File: src/rtl/core/srpc_pkg.sv
// ----------------------------------------------------------------------------
// srpc_pkg
// Shared types and constants for the stepper ramp pulse controller.
// ----------------------------------------------------------------------------
package srpc_pkg;

  localparam int unsigned FreqW  = 16;
  localparam int unsigned SpeedW = 17;
  localparam int unsigned ClkW   = 24;
  localparam int unsigned CntW   = $clog2(ClkW + 1);

  localparam logic [FreqW-1:0] InitFreqRst   = FreqW'(500);
  localparam logic [FreqW-1:0] WorkFreqRst   = FreqW'(4000);
  localparam logic [FreqW-1:0] RampStepRst   = FreqW'(35);
  localparam logic [ClkW-1:0]  TimerClockRst = ClkW'(312500);

  // result transaction packing
  localparam int unsigned OutEnPos   = 0;
  localparam int unsigned OutDirPos  = 1;
  localparam int unsigned OutStepPos = 2;
  localparam int unsigned OutModeLsb = 3;
  localparam int unsigned OutFreqLsb = 5;
  localparam int unsigned OutUsedW   = OutFreqLsb + SpeedW;
  localparam int unsigned OutDataW   = 24;
  localparam int unsigned OutPadW    = OutDataW - OutUsedW;

  typedef enum logic [1:0] {
    FUNC_RAMP  = 2'd0,
    FUNC_START = 2'd1,
    FUNC_STOP  = 2'd2,
    FUNC_TIMER = 2'd3
  } func_e;

  typedef enum logic [1:0] {
    MODE_IDLE     = 2'd0,
    MODE_STARTING = 2'd1,
    MODE_RUNNING  = 2'd2,
    MODE_STOPPING = 2'd3
  } mode_e;

  typedef enum logic [1:0] {
    ST_IDLE,
    ST_EXEC,
    ST_DIV,
    ST_RESP
  } state_e;

  typedef enum logic [1:0] {
    REG_START_HZ    = 2'd0,
    REG_TARGET_HZ   = 2'd1,
    REG_RAMP_STEP   = 2'd2,
    REG_TIMER_CLOCK = 2'd3
  } reg_e;

  typedef struct packed {
    logic              start;
    logic [ClkW-1:0]   dividend;
    logic [SpeedW-1:0] divisor;
  } div_req_t;

  typedef struct packed {
    logic            done;
    logic [ClkW-1:0] quot;
  } div_rsp_t;

endpackage

File: src/rtl/core/srpc_div.sv
// ----------------------------------------------------------------------------
// srpc_div
// Restoring divider, one quotient bit per cycle. Divisor must be nonzero.
// ----------------------------------------------------------------------------
module srpc_div (
  input  logic               clk_i,
  input  logic               rst_ni,
  input  srpc_pkg::div_req_t req_i,
  output srpc_pkg::div_rsp_t rsp_o
);

  logic                          busy_q, busy_d;
  logic                          done_q, done_d;
  logic [srpc_pkg::CntW-1:0]     cnt_q, cnt_d;
  logic [srpc_pkg::SpeedW-1:0]   rem_q, rem_d;
  logic [srpc_pkg::SpeedW-1:0]   divisor_q, divisor_d;
  logic [srpc_pkg::ClkW-1:0]     quot_q, quot_d;
  logic [srpc_pkg::SpeedW:0]     shifted;
  logic [srpc_pkg::SpeedW:0]     diff;
  logic                          ge;

  always_comb begin
    shifted   = {rem_q, quot_q[srpc_pkg::ClkW-1]};
    ge        = shifted >= {1'b0, divisor_q};
    diff      = shifted - {1'b0, divisor_q};
    busy_d    = busy_q;
    done_d    = 1'b0;
    cnt_d     = cnt_q;
    rem_d     = rem_q;
    divisor_d = divisor_q;
    quot_d    = quot_q;
    if (busy_q) begin
      rem_d  = ge ? diff[srpc_pkg::SpeedW-1:0] : shifted[srpc_pkg::SpeedW-1:0];
      quot_d = {quot_q[srpc_pkg::ClkW-2:0], ge};
      cnt_d  = cnt_q - srpc_pkg::CntW'(1);
      if (cnt_q == srpc_pkg::CntW'(1)) begin
        busy_d = 1'b0;
        done_d = 1'b1;
      end
    end
    if (req_i.start) begin
      busy_d    = 1'b1;
      cnt_d     = srpc_pkg::CntW'(srpc_pkg::ClkW);
      rem_d     = '0;
      quot_d    = req_i.dividend;
      divisor_d = req_i.divisor;
    end
  end

  always_ff @(posedge clk_i or negedge rst_ni) begin
    if (!rst_ni) begin
      busy_q <= 1'b0;
      done_q <= 1'b0;
      cnt_q  <= '0;
    end else begin
      busy_q <= busy_d;
      done_q <= done_d;
      cnt_q  <= cnt_d;
    end
  end

  always_ff @(posedge clk_i) begin
    rem_q     <= rem_d;
    divisor_q <= divisor_d;
    quot_q    <= quot_d;
  end

  assign rsp_o.done = done_q;
  assign rsp_o.quot = quot_q;

endmodule

File: src/rtl/core/stepper_ramp_pulse_controller.sv
// ----------------------------------------------------------------------------
// stepper_ramp_pulse_controller
// Stepper driver with a linear speed ramp and a step pulse timer.
// ----------------------------------------------------------------------------
// Input stream: one event per transaction. s_axis_tuser_i carries the event
// kind (ramp tick, start, stop, timer tick), s_axis_tdata_i[0] the direction
// used by start events. Every event gives exactly one result transaction on
// the master stream: enable_n, dir_level, step_level, mode and freq_now.
// Configuration writes go through the cfg channel, always ready, and are
// expected only while no event is in flight.
// Path: events that need no new step period go from accept through the
// execute and response states. Events that program a nonzero speed (start,
// ramp ticks while starting, ramp ticks while stopping above the start
// frequency) run the shared serial divider for the period, 24 divider steps.
// Flow: the input is not ready while an event is in flight and comes back
// in the same cycle as the result is put in the output register, so no new
// event is accepted before the last one is through.
// A finished result waits in the output register; the next event is accepted
// meanwhile, and its result is held back until the receiver takes the first.
// Reset: mode idle, frequency zero, direction level high, step low, driver
// disabled, timer stopped, registers at their reset values.
// ----------------------------------------------------------------------------
module stepper_ramp_pulse_controller (
  input  logic        clk_i,
  input  logic        rst_ni,
  // configuration
  input  logic        cfg_valid_i,
  output logic        cfg_ready_o,
  input  logic [1:0]  cfg_index_i,
  input  logic [23:0] cfg_data_i,
  // event stream
  input  logic        s_axis_tvalid_i,
  output logic        s_axis_tready_o,
  input  logic [7:0]  s_axis_tdata_i,   // [0] direction, [7:1] zero
  input  logic [1:0]  s_axis_tuser_i,   // [1:0] func
  // result stream
  output logic        m_axis_tvalid_o,
  input  logic        m_axis_tready_i,
  output logic [23:0] m_axis_tdata_o    // [0] enable_n, [1] dir_level,
                                        // [2] step_level, [4:3] mode,
                                        // [21:5] freq_now, [23:22] zero
);

  localparam int unsigned SpeedW = srpc_pkg::SpeedW;
  localparam int unsigned ClkW   = srpc_pkg::ClkW;
  localparam int unsigned FreqW  = srpc_pkg::FreqW;

  logic [FreqW-1:0]  start_hz_q, start_hz_d;
  logic [FreqW-1:0]  target_hz_q, target_hz_d;
  logic [FreqW-1:0]  ramp_step_q, ramp_step_d;
  logic [ClkW-1:0]   timer_clock_q, timer_clock_d;

  srpc_pkg::state_e  state_q, state_d;
  srpc_pkg::mode_e   mode_q, mode_d;
  srpc_pkg::func_e   func_q, func_d;
  logic              dir_in_q, dir_in_d;
  logic [SpeedW-1:0] freq_q, freq_d;
  logic              dir_q, dir_d;
  logic              step_q, step_d;
  logic              enable_n_q, enable_n_d;
  logic              timer_on_q, timer_on_d;
  logic [ClkW-1:0]   period_q, period_d;
  logic [ClkW-1:0]   countdown_q, countdown_d;
  logic              m_valid_q, m_valid_d;
  logic [srpc_pkg::OutDataW-1:0] m_data_q, m_data_d;

  logic [SpeedW-1:0] ramp_ext;
  logic [SpeedW-1:0] freq_up;
  logic [SpeedW-1:0] freq_down;
  logic              out_free;

  srpc_pkg::div_req_t div_req;
  srpc_pkg::div_rsp_t div_rsp;

  srpc_div u_div (
    .clk_i  (clk_i),
    .rst_ni (rst_ni),
    .req_i  (div_req),
    .rsp_o  (div_rsp)
  );

  assign cfg_ready_o     = 1'b1;
  assign s_axis_tready_o = (state_q == srpc_pkg::ST_IDLE);
  assign m_axis_tvalid_o = m_valid_q;
  assign m_axis_tdata_o  = m_data_q;

  always_comb begin
    start_hz_d    = start_hz_q;
    target_hz_d   = target_hz_q;
    ramp_step_d   = ramp_step_q;
    timer_clock_d = timer_clock_q;
    if (cfg_valid_i) begin
      unique case (srpc_pkg::reg_e'(cfg_index_i))
        srpc_pkg::REG_START_HZ:    start_hz_d    = cfg_data_i[FreqW-1:0];
        srpc_pkg::REG_TARGET_HZ:   target_hz_d   = cfg_data_i[FreqW-1:0];
        srpc_pkg::REG_RAMP_STEP:   ramp_step_d   = cfg_data_i[FreqW-1:0];
        srpc_pkg::REG_TIMER_CLOCK: timer_clock_d = cfg_data_i[ClkW-1:0];
      endcase
    end
  end

  always_comb begin
    ramp_ext  = {1'b0, ramp_step_q};
    freq_up   = freq_q + ramp_ext;
    freq_down = (freq_q > ramp_ext) ? (freq_q - ramp_ext) : '0;
    out_free  = !m_valid_q || m_axis_tready_i;

    state_d     = state_q;
    mode_d      = mode_q;
    func_d      = func_q;
    dir_in_d    = dir_in_q;
    freq_d      = freq_q;
    dir_d       = dir_q;
    step_d      = step_q;
    enable_n_d  = enable_n_q;
    timer_on_d  = timer_on_q;
    period_d    = period_q;
    countdown_d = countdown_q;
    m_valid_d   = m_valid_q && !m_axis_tready_i;
    m_data_d    = m_data_q;

    div_req.start    = 1'b0;
    div_req.dividend = timer_clock_q;

    unique case (state_q)
      srpc_pkg::ST_IDLE: begin
        if (s_axis_tvalid_i) begin
          func_d   = srpc_pkg::func_e'(s_axis_tuser_i);
          dir_in_d = s_axis_tdata_i[0];
          state_d  = srpc_pkg::ST_EXEC;
        end
      end
      srpc_pkg::ST_EXEC: begin
        state_d = srpc_pkg::ST_RESP;
        unique case (func_q)
          srpc_pkg::FUNC_RAMP: begin
            if (mode_q == srpc_pkg::MODE_STARTING) begin
              freq_d = freq_up;
              if (freq_up >= {1'b0, target_hz_q}) begin
                mode_d = srpc_pkg::MODE_RUNNING;
              end
              if (freq_up == '0) begin
                timer_on_d = 1'b0;
                step_d     = 1'b0;
                enable_n_d = 1'b1;
              end else begin
                div_req.start = 1'b1;
                state_d       = srpc_pkg::ST_DIV;
              end
            end else if (mode_q == srpc_pkg::MODE_STOPPING) begin
              freq_d = freq_down;
              if (freq_down <= {1'b0, start_hz_q}) begin
                timer_on_d = 1'b0;
                step_d     = 1'b0;
                enable_n_d = 1'b1;
                mode_d     = srpc_pkg::MODE_IDLE;
              end else begin
                div_req.start = 1'b1;
                state_d       = srpc_pkg::ST_DIV;
              end
            end
          end
          srpc_pkg::FUNC_START: begin
            if (mode_q == srpc_pkg::MODE_IDLE) begin
              dir_d  = dir_in_q;
              mode_d = srpc_pkg::MODE_STARTING;
              freq_d = {1'b0, start_hz_q};
              if (start_hz_q == '0) begin
                timer_on_d = 1'b0;
                step_d     = 1'b0;
                enable_n_d = 1'b1;
              end else begin
                div_req.start = 1'b1;
                state_d       = srpc_pkg::ST_DIV;
              end
            end
          end
          srpc_pkg::FUNC_STOP: begin
            if (mode_q != srpc_pkg::MODE_IDLE) begin
              mode_d = srpc_pkg::MODE_STOPPING;
            end
          end
          srpc_pkg::FUNC_TIMER: begin
            if (timer_on_q) begin
              if (countdown_q <= ClkW'(1)) begin
                step_d      = !step_q;
                countdown_d = period_q;
              end else begin
                countdown_d = countdown_q - ClkW'(1);
              end
            end
          end
        endcase
      end
      srpc_pkg::ST_DIV: begin
        if (div_rsp.done) begin
          period_d    = (div_rsp.quot == '0) ? ClkW'(1) : div_rsp.quot;
          countdown_d = period_d;
          timer_on_d  = 1'b1;
          enable_n_d  = 1'b0;
          state_d     = srpc_pkg::ST_RESP;
        end
      end
      srpc_pkg::ST_RESP: begin
        if (out_free) begin
          m_valid_d = 1'b1;
          m_data_d  = {{srpc_pkg::OutPadW{1'b0}}, freq_q, mode_q, step_q, dir_q,
                       enable_n_q};
          state_d   = srpc_pkg::ST_IDLE;
        end
      end
    endcase

    // new frequency is the divisor
    div_req.divisor = freq_d;
  end

  always_ff @(posedge clk_i or negedge rst_ni) begin
    if (!rst_ni) begin
      start_hz_q    <= srpc_pkg::InitFreqRst;
      target_hz_q   <= srpc_pkg::WorkFreqRst;
      ramp_step_q   <= srpc_pkg::RampStepRst;
      timer_clock_q <= srpc_pkg::TimerClockRst;
      state_q       <= srpc_pkg::ST_IDLE;
      mode_q        <= srpc_pkg::MODE_IDLE;
      freq_q        <= '0;
      dir_q         <= 1'b1;
      step_q        <= 1'b0;
      enable_n_q    <= 1'b1;
      timer_on_q    <= 1'b0;
      period_q      <= '0;
      countdown_q   <= '0;
      m_valid_q     <= 1'b0;
    end else begin
      start_hz_q    <= start_hz_d;
      target_hz_q   <= target_hz_d;
      ramp_step_q   <= ramp_step_d;
      timer_clock_q <= timer_clock_d;
      state_q       <= state_d;
      mode_q        <= mode_d;
      freq_q        <= freq_d;
      dir_q         <= dir_d;
      step_q        <= step_d;
      enable_n_q    <= enable_n_d;
      timer_on_q    <= timer_on_d;
      period_q      <= period_d;
      countdown_q   <= countdown_d;
      m_valid_q     <= m_valid_d;
    end
  end

  always_ff @(posedge clk_i) begin
    func_q   <= func_d;
    dir_in_q <= dir_in_d;
    m_data_q <= m_data_d;
  end

endmodule

File: config.mk
export PLATFORM = sky130hd
export DESIGN_NAME = stepper_ramp_pulse_controller
export DESIGN_NICKNAME = d
export VERILOG_FILES = /design/src/rtl/core/srpc_pkg.sv /design/src/rtl/core/srpc_div.sv /design/src/rtl/core/stepper_ramp_pulse_controller.sv
export SDC_FILE = /design/constraint.sdc
export NUM_CORES = 1
export LEC_CHECK = 0
export ABC_AREA = 0
export ABC_CLOCK_PERIOD_IN_PS = 6560
export BUFFER_PORTS_ARGS = -buffer_cell sky130_fd_sc_hd__buf_2
export CAP_MARGIN = 20
export CORE_AREA = 8 8 177 179
export CTS_CLUSTER_DIAMETER = 120
export DETAILED_ROUTE_END_ITERATION = 8
export DIE_AREA = 0 0 185 187
export PLACE_DENSITY_LB_ADDON = 0.2
export SLEW_MARGIN = 10
export SYNTH_ARGS = -nofsm -noshare
export SYNTH_HDL_FRONTEND = slang
export SYNTH_SLANG_ARGS = --single-unit
export TNS_END_PERCENT = 20
File: constraint.sdc
create_clock -name clk_i -period 6.56 [get_ports clk_i]
set_input_delay 0 -clock clk_i [delete_from_list [all_inputs] [get_ports clk_i]]
set_output_delay 0 -clock clk_i [all_outputs]
set_load 0.02 [all_outputs]
# == Word level (Yosys, flattened, before mapping) ==
# Cells that the tools add are included.
# word_totals
ff_bits,236
out_inout_bits,27
# classes
add_sub_neg,5
magnitude_cmp,5
reduce_logical,30
muxes,71
n_eq_ne,32
# op_table
cell,count
$mux W24,7
$mux W17,6
$pmux W24 S2,1
$mux W1,35
$pmux W17 S2,1
$le A24 B1 Y1 const B,1
$logic_not A24 Y1,1
$sub A24 B1 Y24 const B,1
$mux W2,10
$ge A18 B17 Y1,1
$ne A2 B2 Y1 const B,9
$ne A3 B3 Y1 const B,6
$add A17 B16 Y17,1
$ge A17 B16 Y1,1
$gt A17 B16 Y1,1
$le A17 B16 Y1,1
$logic_not A17 Y1,1
$sub A17 B16 Y17,1
$sub A17 B17 Y17,1
$logic_not A16 Y1,1
$eq A2 B2 Y1 const B,7
$reduce_and A2 Y1,7
$ne A4 B4 Y1 const B,3
$mux W5,2
other kinds (21),37

# == Depth between registers and ports, before layout ==
# depth
word_depth,9
ltp_mapped,24
depth_no_buf,22

# == By module ==
# A second synthesis with hierarchy kept.
# hier_totals
cells_unflattened,1396
area_unflattened_um2,14126.0
# by_module_without_submodules
mod,instances,cells_per_inst,area_each_um2,seq_area_each_um2
stepper_ramp_pulse_controller,1,1078,10602.7,4435.5
srpc_div,1,318,3523.4,1746.7

# == Worst setup path before layout ==
# Ideal clock, no wire load.
# synth_timing
path_kind,register to register
startpoint,register freq_q[4]
endpoint,"register u_div.quot_q[0] in the netlist's numbering, enable pin"
slack_ns,1.272
path_stages_with_launch,23
period_less_slack_ns,5.288
path_buffers,4
arrival_ns,4.904
setup_ns,0.384
path_cell_list,dfrtp_1 -> ha_1 -> buf_6 -> a21o_1 -> or3_4 -> o221ai_2 -> o221ai_2 -> a2111o_1 -> nand2_1 -> buf_2 -> nor2_1 -> ha_1 -> nand3_1 -> o21bai_1 -> a31o_2 -> a21o_2 -> a211oi_1 -> a311o_1 -> o41ai_2 -> o21a_1 -> buf_6 -> buf_6 -> nand2b_1
# synth_between
elab_chain_len,9
# synth_rtl
element,line,source
start: declaration,stepper_ramp_pulse_controller.sv:57,"logic [SpeedW-1:0] freq_q, freq_d;"
start signal: assignment,stepper_ramp_pulse_controller.sv:241,freq_q <= freq_d;
$sub A17 B16 Y17 or $gt A17 B16 Y1 (tied branches),stepper_ramp_pulse_controller.sv:105,freq_down = (freq_q > ramp_ext) ? (freq_q - ramp_ext) : '0;
$mux W17,stepper_ramp_pulse_controller.sv:105,
$le A17 B16 Y1,stepper_ramp_pulse_controller.sv:152,"if (freq_down <= {1'b0, start_hz_q}) begin"
$mux W1,stepper_ramp_pulse_controller.sv:152,
$mux W1,stepper_ramp_pulse_controller.sv:150,end else if (mode_q == srpc_pkg::MODE_STOPPING) begin
$mux W1 *,stepper_ramp_pulse_controller.sv:137,if (mode_q == srpc_pkg::MODE_STARTING) begin
$pmux W1 S2 *,stepper_ramp_pulse_controller.sv:135,unique case (func_q)
$mux W1 *,stepper_ramp_pulse_controller.sv:125,unique case (state_q)
$reduce_bool A2 Y1 (no source line) *,--,
end signal: assignment,srpc_div.sv:65,quot_q <= quot_d;
end: declaration,srpc_div.sv:17,"logic [srpc_pkg::ClkW-1:0] quot_q, quot_d;"
# Every way passes the cells marked *; elsewhere a longest branch is shown, timed or not.
# A chain may end at the register's enable or synchronous reset.

# == Worst setup path in the final report ==
# layout_timing
startpoint,register freq_q[4]
endpoint,register u_div.quot_q[13] in the netlist's numbering (data pin)
# layout_between
elab_chain_len,9
# layout_rtl
element,line,source
$sub A17 B16 Y17 or $gt A17 B16 Y1 (tied branches),stepper_ramp_pulse_controller.sv:105,
$mux W17,stepper_ramp_pulse_controller.sv:105,
$le A17 B16 Y1,stepper_ramp_pulse_controller.sv:152,
$mux W1,stepper_ramp_pulse_controller.sv:152,
$mux W1,stepper_ramp_pulse_controller.sv:150,
$mux W1 *,stepper_ramp_pulse_controller.sv:137,
$pmux W1 S2 *,stepper_ramp_pulse_controller.sv:135,
$mux W1 *,stepper_ramp_pulse_controller.sv:125,
$mux W24 *,srpc_div.sv:41,if (req_i.start) begin
net u_div.quot_d (one bit),srpc_div.sv:17,
# Mark *: on every way through the listed nets, which the timed path passes. The rest lies on a longest branch.

==> flow_summary.yaml <==
outcome:
  status: "complete, no violations"
sta:
  finalSetupTns_ns: 0
  setup_viol: 0
  finalHoldViolations: 0
  slew_headroom_pct: 32.9
  timing.fmax_ghz: 0.169
  period_share_pct: 90.5
  rsz0062_at_grt: "no"
  layout_min_cycle_time_ns: 5.93
  drv_slew: 0
  skew_ns: 0.0166
  tightest_slew_ns: 1.01
  layout_setup_ws_ns: 0.625
worst_setup_path:
  critPathLaunchType: "flip-flop"
  required_ns: 6.84
  worstSetupEndpointType: "flip-flop"
  cp.arrival_ns: 6.22
  path_max_fanout: 17
  critPathKind: "flip-flop to flip-flop"
die:
  core_area_sq_um: 28400
  die_h_um: 187
  die_w_um: 185
  ios: 68
  die-area_sq_um: 34600
  rows: 62
  start_util_pct: 49.3
yosys:
  synth_cell_types: 100
  synth_edf_count: 66
  synth_seq_cells: 236
  synth_area_leaders: "dfrtp_1 (23%), edfxtp_1 (14%), ha_1 (8.4%)"
  ys_seq_area_share_pct: 44.1
  synth_most_common_cell: "nor2_1"
  synth_flop_cell: "dfrtp_1"
  ys_top_cells_by_count: "nor2_1 (135), dfrtp_1 (128), a21oi_1 (100), inv_1 (100), ha_1 (94)"
  synthCells: 1350
  synth_top_area_cell: "dfrtp_1"
  yosysWarnings: 0
  netlist.area_leader.share_pct: 22.9
  netlist_area_sq_um: 14000
  synth_area_per_cell_sq_um: 10.4
  async_reset_ff_share_pct: 64.8
clocking:
  cts-htree-levels: 1
  cts.sinks: 236
  clockBufferDepth: 3
  root_buffer: "clkbuf_16"
  worstSkewPairLatency_ns: 0.55
  cts_setup_buffers: 0
  cts_buffers: 28
  clkTransAtPathRegs_ns: 0.06
  tritoncts: "yes"
grt:
  antenna_found_initial: 0
  grt_pass1_wl_mm: 55.1
  grt_pass1_vias: 9941
  use_met1_pct: 29.5
  busiest_layer: "met2"
  gr-usage-all-layers_pct: 19.8
  grt_start_max_net_pins: 100
  met2_usage_pct: 29.5
  grt_remaining_overflow: 0
  met3_usage_pct: 2.95
detailed_routing:
  viasPerCell: 5.63
  drc: 0
  wire_per_inst_um: 18.8
  drtIter0Drc: 775
  vias: 10300
  drt_pass1_iterations: 5
  routed_wl_mm: 34.5
  ant_nets: 0
finish:
  antenna_cells: 0
  postLayoutCoreUtil_pct: 55.8
  syn_to_final_growth_pct: 13.1
  drive_above_1_share_pct: 19.6
  final_nets: 1562
run:
  drv_cap: 0
place:
  numPortBuffers: 57
  dp_slack_ns: 0.712
  place_congestion: 0.909
  post-dp-hpwl_mm: 24.8
power:
  powerDensity_nw_per_um2: 515
  power.leakage_uw: 0.00687
  vdd_drop_max_mv: 0.244
hold_path:
  hold_path_class: "input pin to flip-flop"
-- report_power, final --
part / switching, uW / leakage, uW / internal, uW
sequential: 493 / 0.00260 / 2150
clock: 632 / 0.000443 / 926
combinational: 2280 / 0.00382 / 1680
total: 3400 / 0.00687 / 4760
-- sequential cells by signal (all words and copies together), names as in the netlist, 16 cells and up --
name / flops
countdown_q: 24
timer_clock_q: 24
u_div.divisor_q: 17
u_div.rem_q: 17
ramp_step_q: 16
period_q: 24
target_hz_q: 16
u_div.quot_q: 24
freq_q: 17
m_axis_tdata_o: 22
start_hz_q: 16
-- cells by family (layout without fill, tap and decap cells) --
family / Yosys count / count (layout) / synth area share (%)
AOI/OAI and AO/OA: 318 / 318 / 15.8
xor gates and xnor gates: 65 / 65 / 4.12
adders and majority gates: 97 / 97 / 8.83
buffers and inverters: 165 / 260 / 5.40
DFF: 236 / 236 / 44.1
muxes: 125 / 125 / 9.92
other: 2 / 3 / 0.0536
and+or+nand+nor: 342 / 342 / 11.7
-- timing repair --
action / in CTS / in global routing
hold buffers: 30 / 0
endpoints found under the hold margin: 162 / 0
resized for setup: 0 / 0
-- worst max-delay path, stage by stage, from the launching register on --
cell	delay (ns)
dfrtp_1	0.45
ha_1	0.42
a21o_1	0.22
or3_4	0.34
o221ai_2	0.24
o221ai_2	0.19
a2111o_1	0.45
nand2_1	0.37
nor2_1	0.12
ha_1	0.32
nand3_1	0.14
o21bai_1	0.19
a31o_2	0.24
a21o_2	0.18
a211oi_1	0.29
a311o_1	0.27
o41ai_2	0.13
o21a_1	0.40
buf_4	0.32
mux2_1	0.35
-- path summary, 6_finish.rpt --
path	endpoint	start	cells after the start	slack (ns)
min reg2reg	enable_n_q	enable_n_q	2	0.49
min	start_hz_q[7]	cfg_index_i[0]	5	0.05
max in group asynchronous	countdown_q[17]	rst_ni	3	5.17
min in group asynchronous	ramp_step_q[11]	rst_ni	2	0.09
max reg2reg	u_div.quot_q[13]	freq_q[4]	19	0.63
max	u_div.quot_q[13]	freq_q[4]	19	0.63
-- cell type report --
cell class / count / area (sq um)
Tap cell: 384 / 480
Clock inverter: 16 / 174
Fill cell: 2518 / 12600
Multi-Input combinational cell: 950 / 7100
Inverter: 105 / 397
Sequential cell: 236 / 6180
Timing Repair Buffer: 103 / 752
Clock buffer: 36 / 751
-- through the flow --
| stage | cells | cell area [sq um] | total power [uW] | hold slack [ns] |
|---|---|---|---|---|
| floorplan | 1351 | 14000 | 5590 | -0.296 |
| global placement | 1745 | 14600 | 6490 | 0.178 |
| detailed placement | 1746 | 14600 | 6570 | 0.183 |
| CTS | 1828 | 15800 | 8170 | 0.0186 |
| global route | 1830 | 15800 | 8770 | 0.0685 |
| finish | 1830 | 15800 | 8160 | 0.0487 |
-- per-layer routing --
layer	part of all wire (%)	up-vias
li1	-	4998
met1	49	5033
met2	44	225
met3	5.4	45
met4	2.0	0
met5	0	-
-- cells in the final DEF (no fill, tap or decap), drive strengths merged, types with 18 or more instances in the layout --
cell type,n
nor2,135
nor4,24
dfstp,25
mux2,107
mux2i,18
inv,105
ha,94
buf,73
clkbuf,36
edfxtp,66
dfrtp,128
xnor2,53
a211oi,46
nand2,82
dlygate4sd3,30
a21oi,102
o21ai,53
No activity file was read; power rests on OpenSTA's default activity.
